**src/hw/rtl/rpr_pkg.sv**
```systemverilog
package rpr_pkg;

    localparam int DATA_W      = 16;
    localparam int FRAC_BITS   = 14;
    localparam int POS_W       = 11;
    localparam int PAIR_W      = 6;
    localparam int ADDR_W      = POS_W + PAIR_W;
    localparam int TABLE_DEPTH = 1 << ADDR_W;
    localparam int POSCFG_W    = 12;
    localparam int PAIRCFG_W   = 7;
    localparam int CFG_IDX_W   = 2;
    localparam int CFG_DATA_W  = 12;
    localparam int PROD_W      = 2 * DATA_W;
    localparam int ACC_W       = PROD_W + 1;
    localparam int QUOT_W      = ACC_W - FRAC_BITS;

    localparam logic [POSCFG_W-1:0]  POSITIONS_RESET = POSCFG_W'(2048);
    localparam logic [PAIRCFG_W-1:0] PAIRS_RESET     = PAIRCFG_W'(64);

    localparam logic [CFG_IDX_W-1:0] CFG_POSITIONS = 2'd0;
    localparam logic [CFG_IDX_W-1:0] CFG_PAIRS     = 2'd1;
    localparam logic [CFG_IDX_W-1:0] CFG_BACKWARD  = 2'd2;

    localparam logic REQ_LOAD   = 1'b0;
    localparam logic REQ_ROTATE = 1'b1;

    typedef enum logic [1:0] {
        ST_OK    = 2'd0,
        ST_RANGE = 2'd1,
        ST_SAT   = 2'd2
    } t_status;

    typedef struct packed {
        logic                     req_type;
        logic [POS_W-1:0]         position;
        logic [PAIR_W-1:0]        pair_index;
        logic signed [DATA_W-1:0] first_elem;
        logic signed [DATA_W-1:0] second_elem;
        logic signed [DATA_W-1:0] cos_entry;
        logic signed [DATA_W-1:0] sin_entry;
    } t_rot_req;

    typedef struct packed {
        logic signed [DATA_W-1:0] out_first;
        logic signed [DATA_W-1:0] out_second;
        t_status                  status;
    } t_rot_res;

    typedef struct packed {
        logic valid;
        logic rotate;
        logic range_err;
    } t_stage_ctl;

endpackage

```
**src/hw/rtl/rpr_rotate_dp.sv**
```systemverilog
module rpr_rotate_dp (
    input  logic                             i_clk,
    input  logic                             i_rst_n,
    input  rpr_pkg::t_stage_ctl              i_ctl,
    input  logic signed [rpr_pkg::DATA_W-1:0] i_first,
    input  logic signed [rpr_pkg::DATA_W-1:0] i_second,
    input  logic signed [rpr_pkg::DATA_W-1:0] i_cos,
    input  logic signed [rpr_pkg::DATA_W-1:0] i_sin,
    input  logic                             i_backward,
    output logic                             o_valid,
    output rpr_pkg::t_rot_res                o_res
);
    import rpr_pkg::*;

    t_stage_ctl               r_ctl;
    logic signed [PROD_W-1:0] r_fc, r_ss, r_sc, r_fs;
    logic                     r_valid;
    t_rot_res                 r_res;

    logic signed [ACC_W-1:0]  acc1, acc2;
    logic signed [QUOT_W-1:0] q1, q2;
    logic signed [DATA_W-1:0] s1, s2;
    logic                     sat1, sat2;
    t_rot_res                 n_res;

    localparam logic signed [QUOT_W-1:0] HI = QUOT_W'((1 << (DATA_W - 1)) - 1);
    localparam logic signed [QUOT_W-1:0] LO = -QUOT_W'(1 << (DATA_W - 1));
    localparam logic signed [ACC_W-1:0]  HALF = ACC_W'(1 << (FRAC_BITS - 1));

    always_ff @(posedge i_clk) begin
        if (!i_rst_n) begin
            r_ctl <= '0;
        end else begin
            r_ctl <= i_ctl;
        end
        r_fc <= PROD_W'(i_first) * PROD_W'(i_cos);
        r_ss <= PROD_W'(i_second) * PROD_W'(i_sin);
        r_sc <= PROD_W'(i_second) * PROD_W'(i_cos);
        r_fs <= PROD_W'(i_first) * PROD_W'(i_sin);
    end

    always_comb begin
        if (i_backward) begin
            acc1 = ACC_W'(r_fc) + ACC_W'(r_ss) + HALF;
            acc2 = ACC_W'(r_sc) - ACC_W'(r_fs) + HALF;
        end else begin
            acc1 = ACC_W'(r_fc) - ACC_W'(r_ss) + HALF;
            acc2 = ACC_W'(r_sc) + ACC_W'(r_fs) + HALF;
        end
        q1 = QUOT_W'(acc1 >>> FRAC_BITS);
        q2 = QUOT_W'(acc2 >>> FRAC_BITS);
        sat1 = (q1 > HI) || (q1 < LO);
        sat2 = (q2 > HI) || (q2 < LO);
        s1 = (q1 > HI) ? DATA_W'(HI) : ((q1 < LO) ? DATA_W'(LO) : DATA_W'(q1));
        s2 = (q2 > HI) ? DATA_W'(HI) : ((q2 < LO) ? DATA_W'(LO) : DATA_W'(q2));

        n_res = '0;
        if (r_ctl.range_err) begin
            n_res.status = ST_RANGE;
        end else if (r_ctl.rotate) begin
            n_res.out_first  = s1;
            n_res.out_second = s2;
            n_res.status     = (sat1 || sat2) ? ST_SAT : ST_OK;
        end
    end

    always_ff @(posedge i_clk) begin
        if (!i_rst_n) begin
            r_valid <= 1'b0;
        end else begin
            r_valid <= r_ctl.valid;
        end
        r_res <= n_res;
    end

    assign o_valid = r_valid;
    assign o_res   = r_res;

endmodule

```
**config.mk**
```make
export PLATFORM = sky130hd
export DESIGN_NAME = rpr_rotate_dp
export DESIGN_NICKNAME = d
export VERILOG_FILES = /design/src/hw/rtl/rpr_pkg.sv /design/src/hw/rtl/rpr_rotate_dp.sv
export SDC_FILE = /design/constraint.sdc
export NUM_CORES = 2
export LEC_CHECK = 0
export BUFFER_PORTS_ARGS = -buffer_cell sky130_fd_sc_hd__buf_2
export CAP_MARGIN = 10
export CORE_ASPECT_RATIO = 1.25
export CORE_MARGIN = 3
export CORE_UTILIZATION = 55
export CTS_CLUSTER_SIZE = 10
export DETAILED_ROUTE_END_ITERATION = 8
export PLACE_DENSITY = 0.69
export SYNTH_ARGS = -nofsm -noshare
export SYNTH_HDL_FRONTEND = slang
export SYNTH_SLANG_ARGS = --single-unit
export TNS_END_PERCENT = 30
```
**constraint.sdc**
```tcl
create_clock -name i_clk -period 11.2 [get_ports i_clk]
set_input_delay 0.56 -clock i_clk [delete_from_list [all_inputs] [get_ports i_clk]]
set_output_delay 0.56 -clock i_clk [all_outputs]
set_load 0.02 [all_outputs]
```
* Word level (Yosys, flattened, before mapping) *
Cells that the tools add are included.

word-level totals
  logic and storage cells = 45
  input bits = 70
  memory bits (writable) = 0
  output and inout bits = 35
  bits in latches = 0
  register bits after elaboration = 166
  ROM bits = 0
  memories = 0

operators by class
  multipliers = 4
  bitwise gates (word level) = 1
  shift operators = 0
  muxes and demuxes = 8
  magnitude comparators = 4
  add/sub/neg operators = 8
  equal/unequal tests = 0
  reduce and logical (&&, ||, !) cells = 6
  divide/modulo/power cells = 0

operators by type and width
  operator                count
  $add 33x15->33 const B  4
  $mul 16x16->32          4
  $add 32x32->33          2
  $mux 33                 2
  $sub 32x32->33          2
  $gt 19x16->1 const B    2
  $lt 19x16->1 const B    2
  $mux 16                 2
  $mux 15                 2
  $reduce_or 3->1         2
  $logic_or 1x1->1        3
  $mux 2                  1
  $reduce_or 2->1         1
  $mux 1                  1
  $not 1->1               1

* Longest topological paths before layout *
  depth after elaboration = 8
  mapped depth = 25
  gate-level depth less buffers = 24

* Worst setup path before layout *
OpenSTA, ideal clock, no wires.

  kind = input -> register
  from = in i_first[15] in the netlist's numbering
  to = reg r_fs[31]
  arrival time = 6377 ps
  path slack = 4694 ps
  data required time = 11071 ps
  library setup time = 129 ps
  stages = 22
  path buffers = 2
  path through = clkbuf_1 nand2_1 inv_1 fa_1 fa_1 fa_1 fa_1 fa_1 inv_1 fa_1 inv_1 ha_1 clkbuf_1 a21o_1 a21o_1 a31o_2 nor3_1 a211oi_1 o21a_1 o21a_1 o41ai_1 xnor2_1

on the way
  word-level cells in the longest chain between the ends = 1

ends and longest elaborated chain
  element                 line                 RTL
  start: declaration      rpr_rotate_dp.sv:5   input logic signed [rpr_pkg::DATA_W-1:0] i_first,
  $mul 16x16->32          rpr_rotate_dp.sv:39  r_fs <= PROD_W'(i_first) * PROD_W'(i_sin);
  end signal: assignment  rpr_rotate_dp.sv:39
  end: declaration        rpr_rotate_dp.sv:16  logic signed [PROD_W-1:0] r_fc, r_ss, r_sc, r_fs;

Every way passes these cells.
A chain may end at the register's enable or synchronous reset.

* Worst setup path in the final report *
  from = in i_first[7] in the netlist's numbering
  to = reg r_fc[31]

on the way
  word-level cells in the longest chain between the ends = 1

ends and longest elaborated chain
  element                 line                 RTL
  $mul 16x16->32          rpr_rotate_dp.sv:36  r_fc <= PROD_W'(i_first) * PROD_W'(i_cos);
  end signal: assignment  rpr_rotate_dp.sv:36
  end: declaration        rpr_rotate_dp.sv:16

Every way passes these cells.

==> metrics.yaml <==
synth-seq-cells: 166
synth_edf_count: 0
rr_startpoint: "r_fs[21]"
postLayoutCellArea_um2: 51800
cp_data_required_time_ns: 11.64
worst_pin_slew_ns: 0.957
clock_sinks: 166
clock.fmax_mhz: 145
final_common_cell: "inv_1"
wirelength_um: 124000
cts_made_buffers: 17
firstDrtPassIters: 7
synth_area_um2: 49800
rows: 122
die_w_um: 275
yosysUniqueCellTypes: 77
setup_ws_ns: 4.30
ys_top_cells_by_area: "fa_1, ha_1, inv_1, dfxtp_1, and2_1"
grt_max_degree: 58
cp.arrival_ns: 7.34
gr-usage-all-layers_pct: 27.5
grt_pass1_vias: 39300
place.gp.congestion: 0.907
hold_path_end: "r_ctl[2]"
fin_tns_setup_ns: 0
netlist.area_leader.share_pct: 42.1
final.period_utilization_pct: 61.6
htreeDepth: 4
hold_buffers: 0
yosysTopAreaCell: "fa_1"
vias: 36100
drv_cap: 0
critPathMaxFanout: 32
die-area_um2: 94200
die_h_um: 342
area_growth_pct: 3.99
r2r_cells: 13
syn-mean-instance-area_um2: 9.08
final_antenna_net_count: 0
ff2ff_setup_slack_ns: 6.76
layout-drive-gt1-share_pct: 3.72
post_dp_cell_area_um2: 51100
final_hold_viol_count: 0
initialDrtViolationCount: 1747
core_um2: 89100
wl_per_cell_um: 18.8
grt_pass1_wl_um: 202000
reg2reg_to: "o_res[16]"
finalCriticalPeriod_ns: 6.90
relSlewSlack_pct: 36.2
status: "finished, final reports clean"
hold_class: "primary input to register"
min_path_cells: 2
crit_start: "i_first[7]"
cts_root_buffer: "clkbuf_16"
place.detailed.hpwl_um: 98800
port_buffers: 104
yosysWarnings: 0
cts_buffer_depth: 2
post_cts_buffers: 0
slew_violations: 0
path_clk_slew_ns: 0.08
async_flop_share_pct: 0
layout_common_cells: "inv_1, fa_1, ha_1"
ys_seq_area_share_pct: 6.68
start_util_pct: 55.8
clock_latency_ns: 0.54
grt-ovfl-total: 0
start_kind: "primary input"
crit_type: "primary input to register"
ctsResizeCount: 0
rsz0062_at_grt: "false"
pin_count: 105
cp-end-kind: "register"
fin_skew_ns: 0.0332
pre_cts_ws_ns: 3.83
ys.flop_type: "dfxtp_1"
layout.nets: 7106
cts_tree: "yes"
route.detailed.drc: 0
synth_cells: 5483
setup_viol: 0
viasPerCell: 5.45
antenna_found_initial: 18
hp-start: "i_ctl[2]"
syn_nets: 7173
## worst max path at each step
stage / to / cells after the start
after floorplan: r_fs[31] / 22
after global placement: r_fc[31] / 23
after detailed placement: r_fs[31] / 21
after CTS: r_fc[31] / 23
after global routing: r_fs[31] / 21
final: r_fc[31] / 23
## through the flow
step / instances / utilization [%] / hold slack (ns)
floorplan: 5483 / - / 0.336
global route: 6607 / 58.0 / 0.236
CTS: 6607 / 58.0 / 0.225
global placement: 6575 / 57.4 / 0.356
detailed placement: 6575 / 57.4 / 0.354
finish: 6617 / 58.1 / 0.256
## sequential cells by signal, indices dropped and copies added (netlist names)
name and flops:
r_fc 32, r_ctl 3, r_ss 32, o_valid 1, r_sc 32, o_res 34
r_fs 32
## cell type report
class / count / area [um^2]
flip-flops and latches: 166 / 3320
repair buffers: 128 / 701
well taps: 1178 / 1470
fillers: 7937 / 37400
inverters: 1295 / 4860
clock inverters: 15 / 183
clock buffers: 17 / 425
multi-input cells: 3808 / 40800
diodes: 10 / 25.0
## synthesized netlist by cell type, types with 11 or more instances
cell type	n
a211oi_1	14
a21o_1	84
a21oi_1	158
a31oi_1	20
and2_1	504
and3_1	17
clkbuf_1	207
dfxtp_1	166
fa_1	1048
ha_1	572
inv_1	1295
nand2_1	548
nand2b_1	39
nand3_1	31
nand4_1	21
nor2_1	167
nor2b_1	19
nor3_1	25
o21a_1	27
o21ai_0	103
o21ai_1	13
o21bai_1	27
or3_1	11
xnor2_1	152
xor2_1	51
## per-layer routing
metal / share of wire, % / routed length, um / vias up / track usage (%)
met5: 0.040 / 50 / - / 0
met4: 3.6 / 4480 / 8 / 9.94
met3: 5.7 / 7020 / 337 / 4.34
met2: 51 / 63900 / 1016 / 50.4
met1: 39 / 48700 / 18400 / 32.3
li1: - / - / 16300 / -
## kinds of logic (layout without fill, tap and decap cells)
family / after synthesis / after routing / share of synthesized area [%]
DFF: 166 / 166 / 6.68
and+or+nand+nor: 1414 / 1414 / 14.1
AOI/OAI and AO/OA: 560 / 560 / 7.46
xor gates and xnor gates: 203 / 203 / 3.57
muxes: 11 / 11 / 0.226
other: 0 / 10 / 0
buffers and inverters: 1509 / 1455 / 11.4
adders and majority gates: 1620 / 1620 / 56.5
## worst max-delay path, cell delays in order
cell      delay (ns)
buf_2           0.56
nand2_1         0.18
fa_1            0.56
inv_1           0.05
fa_1            0.51
inv_1           0.06
fa_1            0.53
inv_1           0.05
fa_1            0.40
fa_1            0.53
inv_1           0.06
fa_1            0.48
inv_1           0.04
ha_1            0.34
a21o_1          0.20
a21o_1          0.20
a21o_1          0.21
o41ai_1         0.75
o2111a_1        0.37
nor2_1          0.10
a211o_1         0.28
a21oi_1         0.17
xnor2_1         0.13
Power is left out: the tool's default activity adds up to more than one toggle a clock period on the data nets, which glitch-free logic cannot reach.
